$ cat config.mk
export PLATFORM = sky130hd
export DESIGN_NAME = relay_schedule_dedup_controller
export DESIGN_NICKNAME = d
export VERILOG_FILES = /design/src/hw/rtl/rsdc_pkg.sv /design/src/hw/rtl/relay_schedule_dedup_controller.sv
export SDC_FILE = /design/constraint.sdc
export NUM_CORES = 1
export LEC_CHECK = 0
export BUFFER_PORTS_ARGS = -buffer_cell sky130_fd_sc_hd__clkbuf_2
export CAP_MARGIN = 20
export CORE_ASPECT_RATIO = 1.25
export CORE_MARGIN = 1
export CORE_UTILIZATION = 45
export DETAILED_ROUTE_END_ITERATION = 7
export GPL_TIMING_DRIVEN = 1
export PLACE_DENSITY = 0.65
export SLEW_MARGIN = 25
export SYNTH_ARGS = -nofsm -noshare
export SYNTH_HDL_FRONTEND = slang
export SYNTH_SLANG_ARGS = --single-unit
$ cat constraint.sdc
create_clock -name clk -period 17.6 [get_ports clk]
set_clock_uncertainty 0.05 [all_clocks]
set_input_delay 5.28 -clock clk [delete_from_list [all_inputs] [get_ports clk]]
set_output_delay 5.28 -clock clk [all_outputs]
set_load 0.005 [all_outputs]
$ cat src/hw/rtl/rsdc_pkg.sv
// Shared types and constants for the relay schedule controller.
`timescale 1ns / 1ps
`default_nettype none

package rsdc_pkg;

  localparam int unsigned CHANNELS_DEF  = 2;
  localparam int unsigned TIME_BITS_DEF = 48;

  localparam int unsigned SCHED_W = 48;
  localparam int unsigned DUR_W   = 32;
  localparam int unsigned HASH_W  = 32;

  // FNV-1a over one flag byte, 8 schedule bytes and 4 duration bytes
  localparam int unsigned HASH_BYTES = 13;
  localparam int unsigned HCNT_W     = 4;
  localparam int unsigned HSHIFT_W   = HASH_BYTES * 8;

  localparam logic [HASH_W-1:0] FNV_BASIS = 32'd2166136261;
  localparam logic [HASH_W-1:0] FNV_PRIME = 32'd16777619;
  localparam logic [7:0]        BYTE_MASK = 8'hFF;

  typedef enum logic [2:0] {
    ST_IDLE,
    ST_HASH,
    ST_APPLY,
    ST_TICK_INC,
    ST_TICK_SCAN,
    ST_DONE
  } rsdc_state_t;

endpackage

`default_nettype wire

$ cat src/hw/rtl/relay_schedule_dedup_controller.sv
// Relay schedule controller: server clock, hashed command dedup, per-channel off deadlines.
`timescale 1ns / 1ps
`default_nettype none

// Usage
//   Input channel (in_*): one request is either a millisecond tick (in_command = 0) or a
//   control command for one relay channel (in_command = 1), accepted when in_valid is high
//   and in_stall is low. Each request yields exactly one result on the out_* channel,
//   accepted when out_valid is high and out_stall is low.
//   Sequencing: a request is worked on alone. A control command that acts on a channel
//   runs the byte-serial FNV-1a hash (one shared 32x32 constant multiplier), then an
//   apply step and a result step; the next request is taken after the result step.
//   A tick runs one saturating increment on the shared adder and then scans the channels
//   one per cycle on the shared comparator before its result step. A request dropped
//   before sync, and any tick before sync, goes straight to the result step.
//   The result register parts the two sides: a finished result may wait for the receiver
//   while the next request is taken and worked on; the block holds in its last step only
//   when a second result is ready before the first one has left.
//   Reset (rst_n low, synchronous): clock zero and unsynced, all relays off, deadlines and
//   last hashes zero, active_level 1, result channel empty.
//   cfg_wr_en / cfg_wr_data write active_level; write only while the block is idle.
module relay_schedule_dedup_controller
  import rsdc_pkg::*;
#(
  parameter int unsigned CHANNELS  = CHANNELS_DEF,
  parameter int unsigned TIME_BITS = TIME_BITS_DEF
) (
  input  wire logic               clk,
  input  wire logic               rst_n,

  input  wire logic               cfg_wr_en,
  input  wire logic               cfg_wr_data,

  input  wire logic               in_valid,
  output logic                    in_stall,
  input  wire logic               in_command,
  input  wire logic               in_channel,
  input  wire logic               in_want_on,
  input  wire logic [SCHED_W-1:0] in_start_at_ms,
  input  wire logic [DUR_W-1:0]   in_hold_ms,
  input  wire logic               in_has_now,
  input  wire logic [SCHED_W-1:0] in_sync_time_ms,

  output logic                    out_valid,
  input  wire logic               out_stall,
  output logic [1:0]              out_relay_states,
  output logic [1:0]              out_drive_levels,
  output logic                    out_accepted,
  output logic                    out_time_synced
);

  localparam int unsigned CH_W = (CHANNELS > 1) ? $clog2(CHANNELS) : 1;
  localparam logic [CH_W-1:0] LAST_CH = CH_W'(CHANNELS - 1);
  localparam logic [TIME_BITS-1:0] TIME_MAX = {TIME_BITS{1'b1}};
  // result bits exist only for channels that are built
  localparam logic [1:0] PRESENT = (CHANNELS >= 2) ? 2'b11 : 2'b01;

  // ---------------------------------------------------------------- state
  rsdc_state_t state_r, state_nxt;

  logic                 active_level_r;
  logic [TIME_BITS-1:0] clock_r, clock_nxt;
  logic                 synced_r, synced_nxt;
  logic [CHANNELS-1:0]  relay_on_r, relay_on_nxt;
  logic [TIME_BITS-1:0] deadline_r [CHANNELS];
  logic [HASH_W-1:0]    last_hash_r [CHANNELS];

  // latched request
  logic [CH_W-1:0]      ch_r;
  logic                 act_r;
  logic [SCHED_W-1:0]   sched_r;
  logic [DUR_W-1:0]     dur_r;
  logic                 acc_r, acc_nxt;

  // hash engine
  logic [HSHIFT_W-1:0]  hshift_r, hshift_nxt;
  logic [HASH_W-1:0]    hash_r, hash_nxt;
  logic [HCNT_W-1:0]    hcnt_r, hcnt_nxt;
  logic [CH_W-1:0]      scan_r, scan_nxt;

  // result register
  logic                 out_valid_r;
  logic [1:0]           out_states_r;
  logic [1:0]           out_levels_r;
  logic                 out_acc_r;
  logic                 out_sync_r;

  // ------------------------------------------------------ control outputs
  logic in_take;
  logic out_free;
  logic out_load;
  logic cmd_go;

  assign in_take  = in_valid && !in_stall;
  assign out_free = !out_valid_r || !out_stall;
  // a command acts once the clock is synced, by itself or by the sync it carries, and its channel is built
  assign cmd_go   = (in_has_now || synced_r) && (32'(in_channel) < CHANNELS);

  // ------------------------------------------------------ shared datapath
  // One read port on the per-channel stores: the addressed channel while applying,
  // the scan index while checking deadlines on a tick.
  logic [CH_W-1:0]      rd_idx;
  logic [TIME_BITS-1:0] dl_rd;
  logic [HASH_W-1:0]    hash_rd;
  logic                 on_rd;

  assign rd_idx  = (state_r == ST_APPLY) ? ch_r : scan_r;
  assign dl_rd   = deadline_r[rd_idx];
  assign hash_rd = last_hash_r[rd_idx];
  assign on_rd   = relay_on_r[rd_idx];

  // Shared saturating adder: clock + 1 on a tick, clock + duration on a command.
  logic [TIME_BITS-1:0] add_b;
  logic [TIME_BITS:0]   add_sum;
  logic [TIME_BITS-1:0] add_sat;

  assign add_b   = (state_r == ST_TICK_INC) ? TIME_BITS'(1) : TIME_BITS'(dur_r);
  assign add_sum = {1'b0, clock_r} + {1'b0, add_b};
  assign add_sat = add_sum[TIME_BITS] ? TIME_MAX : add_sum[TIME_BITS-1:0];

  // Shared comparator: clock against the start time or against a deadline.
  logic [63:0] cmp_b;
  logic        clk_ge;

  assign cmp_b  = (state_r == ST_APPLY) ? 64'(sched_r) : 64'(dl_rd);
  assign clk_ge = 64'(clock_r) >= cmp_b;

  // Hash step: fold the top byte of the shift register (product kept mod 2^32).
  logic [7:0]        hbyte;
  logic [HASH_W-1:0] hprod;

  assign hbyte = hshift_r[HSHIFT_W-1 -: 8] & BYTE_MASK;
  assign hprod = (hash_r ^ HASH_W'(hbyte)) * FNV_PRIME;

  // ------------------------------------------------------ next state
  always_comb begin
    state_nxt = state_r;
    case (state_r)
      ST_IDLE: begin
        if (in_take) begin
          if (!in_command) begin
            state_nxt = synced_r ? ST_TICK_INC : ST_DONE;
          end else begin
            state_nxt = cmd_go ? ST_HASH : ST_DONE;
          end
        end
      end
      ST_HASH: begin
        if (hcnt_r == HCNT_W'(HASH_BYTES - 1)) begin
          state_nxt = ST_APPLY;
        end
      end
      ST_APPLY:     state_nxt = ST_DONE;
      ST_TICK_INC:  state_nxt = ST_TICK_SCAN;
      ST_TICK_SCAN: begin
        if (scan_r == LAST_CH) begin
          state_nxt = ST_DONE;
        end
      end
      ST_DONE: begin
        if (out_free) begin
          state_nxt = ST_IDLE;
        end
      end
      default:      state_nxt = ST_IDLE;
    endcase
  end

  // ------------------------------------------------------ sequencer outputs
  always_comb begin
    in_stall = 1'b1;
    out_load = 1'b0;
    case (state_r)
      ST_IDLE: in_stall = 1'b0;
      ST_DONE: out_load = out_free;
      default: begin
        in_stall = 1'b1;
        out_load = 1'b0;
      end
    endcase
  end

  // ------------------------------------------------------ datapath next values
  logic                 wr_en;
  logic [TIME_BITS-1:0] wr_dl;
  logic                 wr_hash_en;

  always_comb begin
    clock_nxt    = clock_r;
    synced_nxt   = synced_r;
    relay_on_nxt = relay_on_r;
    acc_nxt      = acc_r;
    hshift_nxt   = hshift_r;
    hash_nxt     = hash_r;
    hcnt_nxt     = hcnt_r;
    scan_nxt     = scan_r;
    wr_en        = 1'b0;
    wr_dl        = dl_rd;
    wr_hash_en   = 1'b0;

    case (state_r)
      ST_IDLE: begin
        if (in_take) begin
          acc_nxt    = 1'b0;
          hash_nxt   = FNV_BASIS;
          hcnt_nxt   = '0;
          scan_nxt   = '0;
          hshift_nxt = {7'd0, in_want_on, 16'd0, in_start_at_ms, in_hold_ms};
          if (in_command && in_has_now) begin
            clock_nxt  = TIME_BITS'(64'(in_sync_time_ms));
            synced_nxt = 1'b1;
          end
        end
      end
      ST_HASH: begin
        hash_nxt   = hprod;
        hshift_nxt = hshift_r << 8;
        hcnt_nxt   = hcnt_r + HCNT_W'(1);
      end
      ST_APPLY: begin
        acc_nxt    = 1'b1;
        wr_en      = 1'b1;
        wr_hash_en = 1'b1;
        if (!act_r) begin
          relay_on_nxt[ch_r] = 1'b0;
          wr_dl              = '0;
        end else if (sched_r == '0 || clk_ge) begin
          relay_on_nxt[ch_r] = 1'b1;
          // repeat of the last command: keep the armed deadline
          if (hash_r != hash_rd) begin
            wr_dl = (dur_r != '0) ? add_sat : '0;
          end
        end else begin
          relay_on_nxt[ch_r] = 1'b0;
          wr_dl              = '0;
        end
      end
      ST_TICK_INC: begin
        clock_nxt = add_sat;
      end
      ST_TICK_SCAN: begin
        scan_nxt = scan_r + CH_W'(1);
        if (clock_r != '0 && on_rd && dl_rd != '0 && clk_ge) begin
          relay_on_nxt[scan_r] = 1'b0;
          wr_en                = 1'b1;
          wr_dl                = '0;
        end
      end
      default: begin
        acc_nxt = acc_r;
      end
    endcase
  end

  // ------------------------------------------------------ registers
  always_ff @(posedge clk) begin
    if (!rst_n) begin
      state_r        <= ST_IDLE;
      active_level_r <= 1'b1;
      clock_r        <= '0;
      synced_r       <= 1'b0;
      relay_on_r     <= '0;
      acc_r          <= 1'b0;
      scan_r         <= '0;
      out_valid_r    <= 1'b0;
      for (int i = 0; i < CHANNELS; i++) begin
        deadline_r[i]  <= '0;
        last_hash_r[i] <= '0;
      end
    end else begin
      state_r    <= state_nxt;
      clock_r    <= clock_nxt;
      synced_r   <= synced_nxt;
      relay_on_r <= relay_on_nxt;
      acc_r      <= acc_nxt;
      scan_r     <= scan_nxt;
      if (cfg_wr_en) begin
        active_level_r <= cfg_wr_data;
      end
      if (wr_en) begin
        deadline_r[rd_idx] <= wr_dl;
      end
      if (wr_hash_en) begin
        last_hash_r[rd_idx] <= hash_r;
      end
      if (out_load) begin
        out_valid_r <= 1'b1;
      end else if (!out_stall) begin
        out_valid_r <= 1'b0;
      end
    end
  end

  // payload registers
  always_ff @(posedge clk) begin
    hshift_r <= hshift_nxt;
    hash_r   <= hash_nxt;
    hcnt_r   <= hcnt_nxt;
    if (in_take) begin
      ch_r    <= CH_W'(in_channel);
      act_r   <= in_want_on;
      sched_r <= in_start_at_ms;
      dur_r   <= in_hold_ms;
    end
    if (out_load) begin
      out_states_r <= 2'(relay_on_r) & PRESENT;
      out_levels_r <= (active_level_r ? 2'(relay_on_r) : ~2'(relay_on_r)) & PRESENT;
      out_acc_r    <= acc_r;
      out_sync_r   <= synced_r;
    end
  end

  assign out_valid        = out_valid_r;
  assign out_relay_states = out_states_r;
  assign out_drive_levels = out_levels_r;
  assign out_accepted     = out_acc_r;
  assign out_time_synced  = out_sync_r;

  // ------------------------------------------------------ assertions
  a_acc_needs_sync: assert property (@(posedge clk) disable iff (!rst_n)
    out_valid && out_accepted |-> out_time_synced)
    else $error("accepted result without a synced clock");

  a_off_no_deadline: assert property (@(posedge clk) disable iff (!rst_n)
    !on_rd |-> dl_rd == '0)
    else $error("relay off while a deadline stays armed");

  a_take_leaves_idle: assert property (@(posedge clk) disable iff (!rst_n)
    in_valid && !in_stall |=> state_r != ST_IDLE)
    else $error("request accepted but sequencer stayed idle");

  a_hash_count: assert property (@(posedge clk) disable iff (!rst_n)
    state_r == ST_HASH |-> hcnt_r < HCNT_W'(HASH_BYTES))
    else $error("hash byte counter ran past the last byte");

  a_result_from_done: assert property (@(posedge clk) disable iff (!rst_n)
    $rose(out_valid) |-> $past(state_r) == ST_DONE)
    else $error("result raised outside the result step");

endmodule

`default_nettype wire
==> metrics.md <==
| Metric | Value |
|---|---|
| Outcome | finished, final reports clean |
| Antenna viol nets, final | 0 |
| FFs w/ async S/R, synth | 0% |
| RSZ-0062 raised after global routing | false |
| Most frequent cells in the layout | 388 x edfxtp_1, 330 x nand2_1, 266 x ha_1, 262 x inv_1, 163 x nor2_1 |
| Drt via density | around 6 |
| First-pass GRT wire length | 142.0 mm |
| Worst-skew pair later-pin latency | 630 ps |
| Syn Inst Count | 2941 |
| Total GRT Usage | 27.93% |
| CTS Buf Count | 51 |
| Final setup fails | 0 |
| Slowest cell on crit path | xor2_1 |
| Avg Inst Size Synth | 10.16 um2 |
| Reg-to-reg critical path startpoint | hash_r[4] |
| Critical path type | reg -> reg |
| Delay-heaviest family, CP | adder cells |
| Remaining DRCs | 0 |
| Minimum clock period | 7421 ps |
| Largest family of logic cells by synthesized area | adder cells |
| CP Cell Sequence | xor2_1, ha_1, ha_1, fa_1, ha_1, fa_1, ha_1, inv_1, fa_1, inv_1, ha_1, a21oi_1, o21a_1, o21ai_0, a221oi_1, o21ai_0, a221o_1, o41ai_1, o21ai_0, mux2i_1 |
| Adder-cell share of the synthesized area | 16.17% |
| Post-layout util | 50.20% |
| CTS tree | yes |
| Max-slew violations | 0 |
| Slew HR | roughly 27% |
| Vias in the first global route | 23730 |
| Post-CTS setup buffer count | 0 |
| Crit-path max cell delay | 630 ps |
| Syn nets | roughly 3400 |
| DRT iter0 DRCs | 2151 |
| Compound-gate portion of the synthesized area | 13.15% |
| Final period util | 42.16% |
| Highest clock rate | 134.8 MHz |
| DR WL/cell | 24.00 um |
| Seq cells post-synth | about 450 |
| RePlAce Congestion | 0.9498 |
| Req. time, crit path | 17910 ps |
| Post-Synth Simple-Gate Area | 15.90% |
| Via count | 23390 |
| Cts repair resizes | 0 |
| Slew @ Worst Pin | 1090 ps |
| Initial antenna violation count | 3 |
| Synth unique cells | 89 |
| Commonest non-fill, non-tap cell in the layout | edfxtp_1 |
| Max_cap viols | 0 |
| Largest net degree at the start of global routing | 98 |
| Worst-case clock buffer depth | 3 |
| Mapped Area | about 0.03 mm2 |
| Min-Delay Path Class | reg -> reg |
| Synth Flop Type | edfxtp_1 |
| Xor and xnor area share after synthesis | about 3.2% |
| Root Driver | clkbuf_16 |
| Initial Utilization | 45.48% |
| Die width | 232.5 um |
| Sequential area share after synthesis | 42.89% |
| Die Y-Extent | 290.1 um |
| Mux contribution to synthesized area | 3.242% |
| Die area | slightly below 0.07 mm2 |
| DPL Wire Length | roughly 70 mm |
| Core Area | 0.06569 mm2 |
| Area delta synth->final | 10.38% |
| Critical Path End Type | flip-flop |
| Post-synth EDFFs | 388 |
| IO buf count | 145 |
| H-tree depth | 2 |
| Hold-fix buffers, CTS | 0 |
| Layout cells sized above 1 | 9.922% |
| CP Max Fanout | 7 |
| Antenna diodes | 0 |
| Ys Warns | 0 |
| Final Hold Viols | 0 |
| Critical path startpoint | hash_r[4] |
| Clock transition at path regs | around 60 ps |
| Hold path start | acc_r |
| Sink Count | 446 |
| Final WL | 94.08 mm |
| TNS Setup | 0 ps |
| Worst path buffer plus inverter count | 2 |
| Crit path DAT | slightly below 8000 ps |
| Row count | 105 |
| Initial DRT Pass Iterations | 8 |
| Most used cell, CP | ha_1 |
| Gr ovfl total | 0 |
| # IOs | 146 |
| # nets final | 3501 |
| CP startpoint kind | flip-flop |
-- registers in the layout (all words and copies together) (netlist names), 2 cells and up, named ones only --
signal	count
state_r	3
deadline_r	96
hshift_r	104
clock_r	48
hcnt_r	4
last_hash_r	64
hash_r	32
out_relay_states	2
dur_r	32
out_drive_levels	2
sched_r	48
-- path summary, 6_finish.rpt --
path / to / slack (ps) / cells past startpoint
setup / recovery: hash_r[30] / 10180 / 20
hold / removal: out_accepted / 430 / 0
setup reg to reg: hash_r[30] / 10180 / 20
hold reg to reg: out_accepted / 430 / 0
-- cells by family (layout without fill, tap and decap cells) --
logic type               after synthesis  after routing
flip-flops                           446            446
AO/OA/AOI/OAI                        585            585
adder cells (fa/ha/maj)              341            341
AND/OR/NAND/NOR                      958            958
XOR/XNOR                             110            110
multiplexers                          95             95
buffers and inverters                406            529
-- layer usage --
| metal | global-route usage [%] | routed length (um) |
|---|---|---|
| met5 | 0 | 23 |
| met3 | 4.432 | 6125 |
| met4 | 15.05 | 5801 |
| met1 | 32.39 | 34970 |
| met2 | 48.87 | 47150 |
-- cells in the mapped netlist, drive strengths merged (7+ instances only) --
cell,number,area [um2]
a21o,32,240.2
o211ai,13,130.1
and2,88,550.5
o2111ai,7,61.31
buf,39,244.0
clkbuf,104,391.6
nor2,166,655.6
nor2b,34,212.7
ha,266,3328
xnor2,61,534.3
a21oi,160,812.0
nand3b,7,52.55
fa,75,1501
o21bai,13,97.59
edfxtp,388,11650
o22ai,55,344.1
o2bb2ai,19,166.4
dfxtp,58,1161
nand2b,33,206.5
mux2i,94,953.4
o21ai,100,504.2
o221ai,20,175.2
a22o,9,78.83
nand2,335,1260
or3,11,68.82
xor2,49,429.2
nor3,39,205.2
a31o,9,78.83
a31oi,20,125.1
a21boi,19,142.6
nand3,49,245.2
a211oi,25,187.7
a221oi,8,76.32
nor4,58,362.9
o31ai,8,65.06
o21a,13,97.59
nand4,38,244.0
inv,263,987.2
and3,73,456.7
-- metrics by stage --
stage               hold WS [ps]  std cells  setup WS (ps)  cell area, um2
floorplan                  358.6       2941           8652           29870
global placement           412.6       3825           9785           31290
detailed placement         421.8       3825           9732           31290
CTS                        435.9       3920          10250           32970
global route               448.2       3920           9945           32970
finish                     427.3       3920          10180           32970
-- worst reg2reg max path, delay by kind of cell (launching register included) --
family                   cells  cell delay (ps)
buffers and inverters        2               90
adder cells (fa/ha/maj)      8             2990
multiplexers                 1              160
flip-flops                   1              590
AO/OA/AOI/OAI                8             2640
XOR/XNOR                     1              640
-- final cells by class --
class                   instances  area, um2
clock buffers                  67       1366
well taps                     856       1071
fillers                      5969      32720
repair buffers                171      927.1
clock inverters                28      314.1
flip-flops and latches        446      12820
inverters                     263      988.4
multi-input cells            2089      15490
Power is not shown: default switching activity piles up to over one toggle a cycle in this logic, so the estimate is an artifact.
